$ cat config.mk
export PLATFORM = sky130hd
export DESIGN_NAME = deque_circular_buffer
export DESIGN_NICKNAME = d
export VERILOG_FILES = /design/src/hw/rtl/dcb_pkg.sv /design/src/hw/rtl/deque_circular_buffer.sv /design/src/hw/rtl/dcb_mem.sv /design/src/hw/rtl/dcb_ctrl.sv
export SDC_FILE = /design/constraint.sdc
export NUM_CORES = 1
export LEC_CHECK = 0
export BUFFER_PORTS_ARGS = -buffer_cell sky130_fd_sc_hd__buf_2
export CAP_MARGIN = 5
export CORE_UTILIZATION = 30
export DETAILED_ROUTE_END_ITERATION = 10
export GPL_ROUTABILITY_DRIVEN = 0
export PLACE_DENSITY_LB_ADDON = 0.25
export SETUP_SLACK_MARGIN = 0.4
export SLEW_MARGIN = 20
export SYNTH_ARGS = -nofsm -noshare
export SYNTH_HDL_FRONTEND = slang
export SYNTH_SLANG_ARGS = --single-unit
$ cat constraint.sdc
create_clock -name clk -period 3.8 [get_ports clk]
set_input_delay 0.76 -clock clk [delete_from_list [all_inputs] [get_ports clk]]
set_output_delay 0.76 -clock clk [all_outputs]
set_load 0.05 [all_outputs]
$ cat src/hw/rtl/dcb_pkg.sv
`timescale 1ns / 1ps

package dcb_pkg;

  localparam int DEPTH_DEF = 8;
  localparam int DATA_W    = 32;
  localparam int ACT_W     = 3;
  localparam int ST_W      = 2;

  localparam logic [ACT_W-1:0] ACT_PUSH_FRONT = 3'd0;
  localparam logic [ACT_W-1:0] ACT_PUSH_REAR  = 3'd1;
  localparam logic [ACT_W-1:0] ACT_POP_FRONT  = 3'd2;
  localparam logic [ACT_W-1:0] ACT_POP_REAR   = 3'd3;
  localparam logic [ACT_W-1:0] ACT_PEEK_FRONT = 3'd4;
  localparam logic [ACT_W-1:0] ACT_PEEK_REAR  = 3'd5;
  localparam logic [ACT_W-1:0] ACT_LIST       = 3'd6;

  localparam logic [ST_W-1:0] ST_OK    = 2'd0;
  localparam logic [ST_W-1:0] ST_FULL  = 2'd1;
  localparam logic [ST_W-1:0] ST_EMPTY = 2'd2;

  typedef logic signed [DATA_W-1:0] word_t;

endpackage

$ cat src/hw/rtl/deque_circular_buffer.sv
`timescale 1ns / 1ps

// Double-ended queue of DEPTH signed 32-bit words in a ring held in one
// synchronous RAM. Each input word is one operation (push, pop or peek at
// either end, or list). Push results skip the RAM read; pop and peek wait
// for the registered RAM read; list issues one RAM read per word, front to
// rear, pausing while the output register is held, with out_last on the
// final one. An empty queue answers pop, peek and list with a single
// status-empty word, a full queue refuses a push with status full, and
// action code 7 is dropped without a result. One operation is in flight
// at a time; a new one is taken once the output register is free or being drained.

module deque_circular_buffer
  import dcb_pkg::*;
#(
  parameter int DEPTH = DEPTH_DEF
) (
  input  logic             clk,
  input  logic             rst_n,
  input  logic             in_valid,
  output logic             in_ready,
  input  logic [ACT_W-1:0] in_action,
  input  word_t            in_value,
  output logic             out_valid,
  input  logic             out_ready,
  output logic [ST_W-1:0]  out_status,
  output word_t            out_value_res,
  output logic             out_last
);

  localparam int IDX_W = $clog2(DEPTH);

  logic             mem_wr_en;
  logic [IDX_W-1:0] mem_wr_addr;
  word_t            mem_wr_data;
  logic             mem_rd_en;
  logic [IDX_W-1:0] mem_rd_addr;
  word_t            mem_rd_data;

  dcb_ctrl #(
    .DEPTH (DEPTH)
  ) u_ctrl (
    .clk           (clk),
    .rst_n         (rst_n),
    .in_valid      (in_valid),
    .in_ready      (in_ready),
    .in_action     (in_action),
    .in_value      (in_value),
    .out_valid     (out_valid),
    .out_ready     (out_ready),
    .out_status    (out_status),
    .out_value_res (out_value_res),
    .out_last      (out_last),
    .mem_wr_en     (mem_wr_en),
    .mem_wr_addr   (mem_wr_addr),
    .mem_wr_data   (mem_wr_data),
    .mem_rd_en     (mem_rd_en),
    .mem_rd_addr   (mem_rd_addr),
    .mem_rd_data   (mem_rd_data)
  );

  dcb_mem #(
    .DEPTH (DEPTH)
  ) u_mem (
    .clk     (clk),
    .wr_en   (mem_wr_en),
    .wr_addr (mem_wr_addr),
    .wr_data (mem_wr_data),
    .rd_en   (mem_rd_en),
    .rd_addr (mem_rd_addr),
    .rd_data (mem_rd_data)
  );

endmodule

$ cat src/hw/rtl/dcb_mem.sv
`timescale 1ns / 1ps

module dcb_mem
  import dcb_pkg::*;
#(
  parameter int DEPTH = DEPTH_DEF,
  parameter int IDX_W = $clog2(DEPTH)
) (
  input  logic             clk,
  input  logic             wr_en,
  input  logic [IDX_W-1:0] wr_addr,
  input  word_t            wr_data,
  input  logic             rd_en,
  input  logic [IDX_W-1:0] rd_addr,
  output word_t            rd_data
);

  word_t mem [DEPTH];
  word_t rd_data_r;

  always_ff @(posedge clk) begin
    if (wr_en) begin
      mem[wr_addr] <= wr_data;
    end
  end

  // read data holds when no read is issued
  always_ff @(posedge clk) begin
    if (rd_en) begin
      rd_data_r <= mem[rd_addr];
    end
  end

  assign rd_data = rd_data_r;

endmodule

$ cat src/hw/rtl/dcb_ctrl.sv
`timescale 1ns / 1ps

module dcb_ctrl
  import dcb_pkg::*;
#(
  parameter int DEPTH = DEPTH_DEF,
  parameter int IDX_W = $clog2(DEPTH),
  parameter int CNT_W = $clog2(DEPTH + 1)
) (
  input  logic             clk,
  input  logic             rst_n,
  input  logic             in_valid,
  output logic             in_ready,
  input  logic [ACT_W-1:0] in_action,
  input  word_t            in_value,
  output logic             out_valid,
  input  logic             out_ready,
  output logic [ST_W-1:0]  out_status,
  output word_t            out_value_res,
  output logic             out_last,
  output logic             mem_wr_en,
  output logic [IDX_W-1:0] mem_wr_addr,
  output word_t            mem_wr_data,
  output logic             mem_rd_en,
  output logic [IDX_W-1:0] mem_rd_addr,
  input  word_t            mem_rd_data
);

  localparam logic [1:0] S_IDLE = 2'd0;
  localparam logic [1:0] S_READ = 2'd1;
  localparam logic [1:0] S_LIST = 2'd2;

  localparam logic [IDX_W-1:0] IDX_LAST = IDX_W'(DEPTH - 1);
  localparam logic [CNT_W-1:0] CNT_FULL = CNT_W'(DEPTH);
  localparam logic [CNT_W-1:0] CNT_ONE  = CNT_W'(1);

  function automatic logic [IDX_W-1:0] ring_next(input logic [IDX_W-1:0] i);
    return (i == IDX_LAST) ? '0 : i + IDX_W'(1);
  endfunction

  function automatic logic [IDX_W-1:0] ring_prev(input logic [IDX_W-1:0] i);
    return (i == '0) ? IDX_LAST : i - IDX_W'(1);
  endfunction

  logic [1:0]       state_r, state_nxt;
  logic [IDX_W-1:0] head_r, head_nxt;
  logic [IDX_W-1:0] tail_r, tail_nxt;
  logic [CNT_W-1:0] count_r, count_nxt;
  logic [IDX_W-1:0] idx_r, idx_nxt;
  logic [CNT_W-1:0] rem_r, rem_nxt;
  logic             out_valid_r, out_valid_nxt;
  logic [ST_W-1:0]  out_status_r;
  word_t            out_value_r;
  logic             out_last_r;

  logic             can_load;
  logic             accept;
  logic             ld;
  logic [ST_W-1:0]  ld_status;
  word_t            ld_value;
  logic             ld_last;

  assign can_load = !out_valid_r || out_ready;
  assign in_ready = (state_r == S_IDLE) && can_load;
  assign accept   = in_valid && in_ready;

  always_comb begin
    state_nxt   = state_r;
    head_nxt    = head_r;
    tail_nxt    = tail_r;
    count_nxt   = count_r;
    idx_nxt     = idx_r;
    rem_nxt     = rem_r;
    mem_wr_en   = 1'b0;
    mem_wr_addr = head_r;
    mem_wr_data = in_value;
    mem_rd_en   = 1'b0;
    mem_rd_addr = head_r;
    ld          = 1'b0;
    ld_status   = ST_OK;
    ld_value    = '0;
    ld_last     = 1'b1;

    case (state_r)
      S_IDLE: begin
        if (accept) begin
          if (in_action inside {ACT_PUSH_FRONT, ACT_PUSH_REAR}) begin
            ld = 1'b1;
            if (count_r == CNT_FULL) begin
              ld_status = ST_FULL;
            end else begin
              mem_wr_en = 1'b1;
              count_nxt = count_r + CNT_ONE;
              if (count_r == '0) begin
                head_nxt    = '0;
                tail_nxt    = '0;
                mem_wr_addr = '0;
              end else if (in_action == ACT_PUSH_FRONT) begin
                head_nxt    = ring_prev(head_r);
                mem_wr_addr = ring_prev(head_r);
              end else begin
                tail_nxt    = ring_next(tail_r);
                mem_wr_addr = ring_next(tail_r);
              end
            end
          end else if (in_action inside {ACT_POP_FRONT, ACT_POP_REAR, ACT_PEEK_FRONT,
                                         ACT_PEEK_REAR, ACT_LIST}) begin
            if (count_r == '0) begin
              ld        = 1'b1;
              ld_status = ST_EMPTY;
            end else begin
              mem_rd_en = 1'b1;
              case (in_action)
                ACT_POP_FRONT: begin
                  mem_rd_addr = head_r;
                  count_nxt   = count_r - CNT_ONE;
                  head_nxt    = (count_r == CNT_ONE) ? '0 : ring_next(head_r);
                  tail_nxt    = (count_r == CNT_ONE) ? '0 : tail_r;
                  state_nxt   = S_READ;
                end
                ACT_POP_REAR: begin
                  mem_rd_addr = tail_r;
                  count_nxt   = count_r - CNT_ONE;
                  tail_nxt    = (count_r == CNT_ONE) ? '0 : ring_prev(tail_r);
                  head_nxt    = (count_r == CNT_ONE) ? '0 : head_r;
                  state_nxt   = S_READ;
                end
                ACT_PEEK_FRONT: begin
                  mem_rd_addr = head_r;
                  state_nxt   = S_READ;
                end
                ACT_PEEK_REAR: begin
                  mem_rd_addr = tail_r;
                  state_nxt   = S_READ;
                end
                default: begin
                  mem_rd_addr = head_r;
                  idx_nxt     = ring_next(head_r);
                  rem_nxt     = count_r;
                  state_nxt   = S_LIST;
                end
              endcase
            end
          end
        end
      end
      S_READ: begin
        ld        = 1'b1;
        ld_value  = mem_rd_data;
        state_nxt = S_IDLE;
      end
      S_LIST: begin
        if (can_load) begin
          ld       = 1'b1;
          ld_value = mem_rd_data;
          ld_last  = (rem_r == CNT_ONE);
          if (rem_r == CNT_ONE) begin
            state_nxt = S_IDLE;
          end else begin
            mem_rd_en   = 1'b1;
            mem_rd_addr = idx_r;
            idx_nxt     = ring_next(idx_r);
            rem_nxt     = rem_r - CNT_ONE;
          end
        end
      end
      default: begin
        state_nxt = S_IDLE;
      end
    endcase
  end

  always_comb begin
    if (ld) begin
      out_valid_nxt = 1'b1;
    end else if (out_ready) begin
      out_valid_nxt = 1'b0;
    end else begin
      out_valid_nxt = out_valid_r;
    end
  end

  always_ff @(posedge clk) begin
    if (!rst_n) begin
      state_r     <= S_IDLE;
      head_r      <= '0;
      tail_r      <= '0;
      count_r     <= '0;
      idx_r       <= '0;
      rem_r       <= '0;
      out_valid_r <= 1'b0;
    end else begin
      state_r     <= state_nxt;
      head_r      <= head_nxt;
      tail_r      <= tail_nxt;
      count_r     <= count_nxt;
      idx_r       <= idx_nxt;
      rem_r       <= rem_nxt;
      out_valid_r <= out_valid_nxt;
    end
  end

  always_ff @(posedge clk) begin
    if (ld) begin
      out_status_r <= ld_status;
      out_value_r  <= ld_value;
      out_last_r   <= ld_last;
    end
  end

  assign out_valid     = out_valid_r;
  assign out_status    = out_status_r;
  assign out_value_res = out_value_r;
  assign out_last      = out_last_r;

endmodule
==> results.md <==
* Area of the multi-input gates at 0.003493 mm²
* Sw Ratio at 34.45%
* Via count at 7873
* Unrepaired setup endpoints after global routing: no
* Clock power frac at about 28%
* Reg area at about 0.010 mm²
* Most common cell after layout, fill and taps aside: edfxtp_1
* Antenna viol nets, final at 0
* Post-route clock period utilization at a little over 80%
* Relative slew slack at around 40%
* # port buffers at 75
* Setup violators final at 0
* Number of synthesized flops with an enable pin at approximately 320
* Site row count at 78
* Internal power at between 7 and 8 mW
* Fillers at roughly 4400
* Clock buffer depth at 3
* Adder-cell share of the synthesized area at ~1.8%
* Delay-heaviest family, CP: buffers and inverters
* M1 GR Usage at ~18%
* Critical path fanouts, max at 42
* Part of the Yosys area used for sequential elements at around 73%
* Critical path launch point type: flop
* Layout Nets at approximately 1100
* Max Clock Freq at about 320 MHz
* Synth Area in Compound Gates at under 10%
* GR Layer Usage met3 at roughly 2.7%
* #FFs+latches synth at 343
* Post-CTS Hold Buffers at 0
* Total CTS buffers at 38
* Worst setup margin at 682.6 ps
* WL/cell at ~18 µm
* Crit path DAT at between 3000 and 4000 ps
* Critical path's slowest cell: mux2i_1
* Yosys warns at 0
* Dpl ws at 499.3 ps
* Met2 usage at a little over a fifth
* Final Util at between 30% and 40%
* Minimum clock period at just over 3000 ps
* Critical Path RT at 4100 ps
* Max cap viols at 0
* Largest net degree at the start of global routing at 43
* Buf/Inv on CP at 3
* Hold Crit Class: input pin to flop
* Total Routing Usage GR at approximately 13%
* FFs w/ async S/R, synth at 0%
* Most used cell, CP: a32oi_1
* Max Slew Vio Count at 0
* XOR/XNOR Fraction of Synth Area at less than 1%
* Initial Util at a little under a third
* Crit end category: flop
* Largest family of logic cells by synthesized area: simple AND/OR/NAND/NOR gates
* Seq pwr share at around 41%
* Sw power at approximately 4.2 mW
* Iteration-0 DRC Markers at about 490
* Clk slew on worst S/H paths at approximately 60 ps
* Reg-to-reg startpoint: u_ctrl.state_r[0]
* CTS Sinks at around 340
* Most frequent cells in the layout: 323 x edfxtp_1, 213 x nand2_1, 75 x buf_2
* Worst reg2reg path depth at 10
* Kind of critical path: flop to flop
* Avg Cell Area, Syn at about 14 µm²
* TritonCTS clock tree: yes
* Die Span Y at about 220 µm
* Fin. Hold Viols at 0
* Hold Crit Depth at 1
* Mux contribution to synthesized area at 3.155%
* Simple-Gate Fraction of Synth Area at between 10 and 15%
* Die footprint at 0.04700 mm²
* Area grow syn2layout at 18.19%
* Overall routed net length at 30740 µm
* Worst r2r dst: u_mem.rd_data[15]
* Worst skew pair latency at 540 ps
* WHS Endpoint: u_mem.mem[2][30]
* Largest stage delay, worst path at between 400 and 500 ps
* Outcome: finished, final reports clean
* Most Crowded Layer GR: met2
* Number of H-tree levels at 2
* Vias in the first global route at 7966
* PwrDens at approximately 740 mW/mm²
* TNS Setup at 0 ps
* Leak at between 5 and 6 nW
* Logic pwr share at a little under a third
* Gate Count Post-Synth at 997
* Max IR drop VDD at between 0.3 and 0.4 mV
* DRC violations left at 0
* Layout cells sized above 1 at between 10% and 20%
* First-pass GRT wire length at between 40000 and 50000 µm
* Worst Tran Pin Value at approximately 900 ps
* Clk_skew at between 15 and 20 ps
* Synth Cell Area at roughly 0.014 mm²
* Netlist cell types at 57
* Total gr overflow at 0
* Clock Root Buffer: clkbuf_16
* Post-CTS Setup Inserts at 0
* Chip Width at roughly 220 µm
* Num ports at 76
* Post-DP HPWL at about 18000 µm
* Hold_sp: in_value[30]
* Post-CTS sizing at 0
* Dominant synthesized flop cell: edfxtp_1
* Initial antenna violation count at 4
* Critical-path cell list: inv_1 -> ha_1 -> buf_4 -> a31oi_1 -> a32oi_1 -> and3_4 -> buf_12 -> mux2i_1 -> a32oi_1 -> and3_1
* Total iterations of the first detailed-routing run at 7
* Core area at approximately 0.045 mm²
* Via density at roughly 4.6
* Flop2flop setup slack at just under 700 ps
* Syn nets at roughly 1100
flip-flops by register name, summed over array words and instances, names as in the netlist:
name                  cells
u_ctrl.out_last           1
u_ctrl.idx_r              3
u_mem.mem               256
u_ctrl.head_r             3
u_ctrl.state_r            2
u_ctrl.rem_r              4
u_ctrl.out_value_res     32
u_ctrl.count_r            4
u_ctrl.tail_r             3
u_ctrl.out_status         2
u_mem.rd_data            32
u_ctrl.out_valid          1
power by group through the flow:
stage | clock, mW | combinational [mW] | sequential, mW
finish | 3.45 | 3.65 | 5.03
global route | 3.70 | 4.04 | 5.08
CTS | 3.56 | 3.75 | 5.04
detailed placement | 0 | 3.74 | 5.12
global placement | 0 | 3.71 | 5.12
floorplan | 0 | 1.90 | 5.75
worst reg2reg max path: stages, from the launching register on:
cell and delay, ps:
dfxtp_1 330, inv_1 90, ha_1 340, buf_4 270, a31oi_1 140, a32oi_1 380
and3_4 360, buf_12 250, mux2i_1 450, a32oi_1 90, and3_1 160
kinds of logic (layout without fill, tap and decap cells):
family	count (synthesis)	count (layout)
AO/OA/AOI/OAI	86	86
XOR/XNOR	6	6
adder cells (fa/ha/maj)	20	20
buffers and inverters	70	187
flip-flops	343	343
multiplexers	43	43
other	0	2
AND/OR/NAND/NOR	429	429
cells in the mapped netlist (all sizes together) (6+ instances only):
library cell  count  share of area [%]
and3             34                1.6
o21ai             6               0.22
nor3              8               0.29
a21oi            13               0.50
mux2i            38                2.7
a32oi            33                2.1
nor2             39                1.1
dfxtp            20                2.9
buf              29                1.4
ha               20                1.8
clkbuf           22               0.60
a211oi           12               0.65
inv              19               0.52
nand3            71                2.6
nand2           214                5.8
and2             38                1.7
edfxtp          323                 70
layer usage:
metal	up-vias	routed length, µm
li1	3857	-
met1	3808	13980
met2	166	14510
met3	40	1632
met4	2	610
met5	-	10
final cells by class:
cell class	instances	area share, %
Sequential cell	343	61.74
Inverter	19	0.4359
Clock inverter	20	0.9713
Multi-Input combinational cell	584	21.35
Antenna cell	2	0.03059
Clock buffer	46	6.126
Timing Repair Buffer	102	4.757
Tap cell	600	4.589
per-stage QoR:
stage          instance area [µm²]  cells  total power, mW  hold WS, ps
6_report                     16360   1716            12.13        489.4
5_1_grt                      16360   1715            12.82        465.4
4_1_cts                      16350   1714            12.35        449.4
3_5_place_dp                 15190   1648            8.853        501.1
3_3_place_gp                 15190   1648            8.832        496.0
2_1_floorplan                13860    997            7.650        464.7
how the worst max path moves through the flow:
stage / from / endpoint / slack, ps / depth (start not counted)
5_1_grt: u_ctrl.count_r[0] / u_mem.rd_data[15] / 490 / 10
3_3_place_gp: out_ready / u_mem.rd_data[15] / 520 / 9
3_5_place_dp: out_ready / u_mem.rd_data[15] / 500 / 9
2_1_floorplan: in_action[2] / u_mem.mem[2][0] / -5 / 7
6_report: u_ctrl.state_r[0] / u_mem.rd_data[15] / 680 / 10
4_1_cts: u_ctrl.state_r[0] / u_mem.rd_data[15] / 730 / 10
No activity file was read; power rests on OpenSTA's default activity.
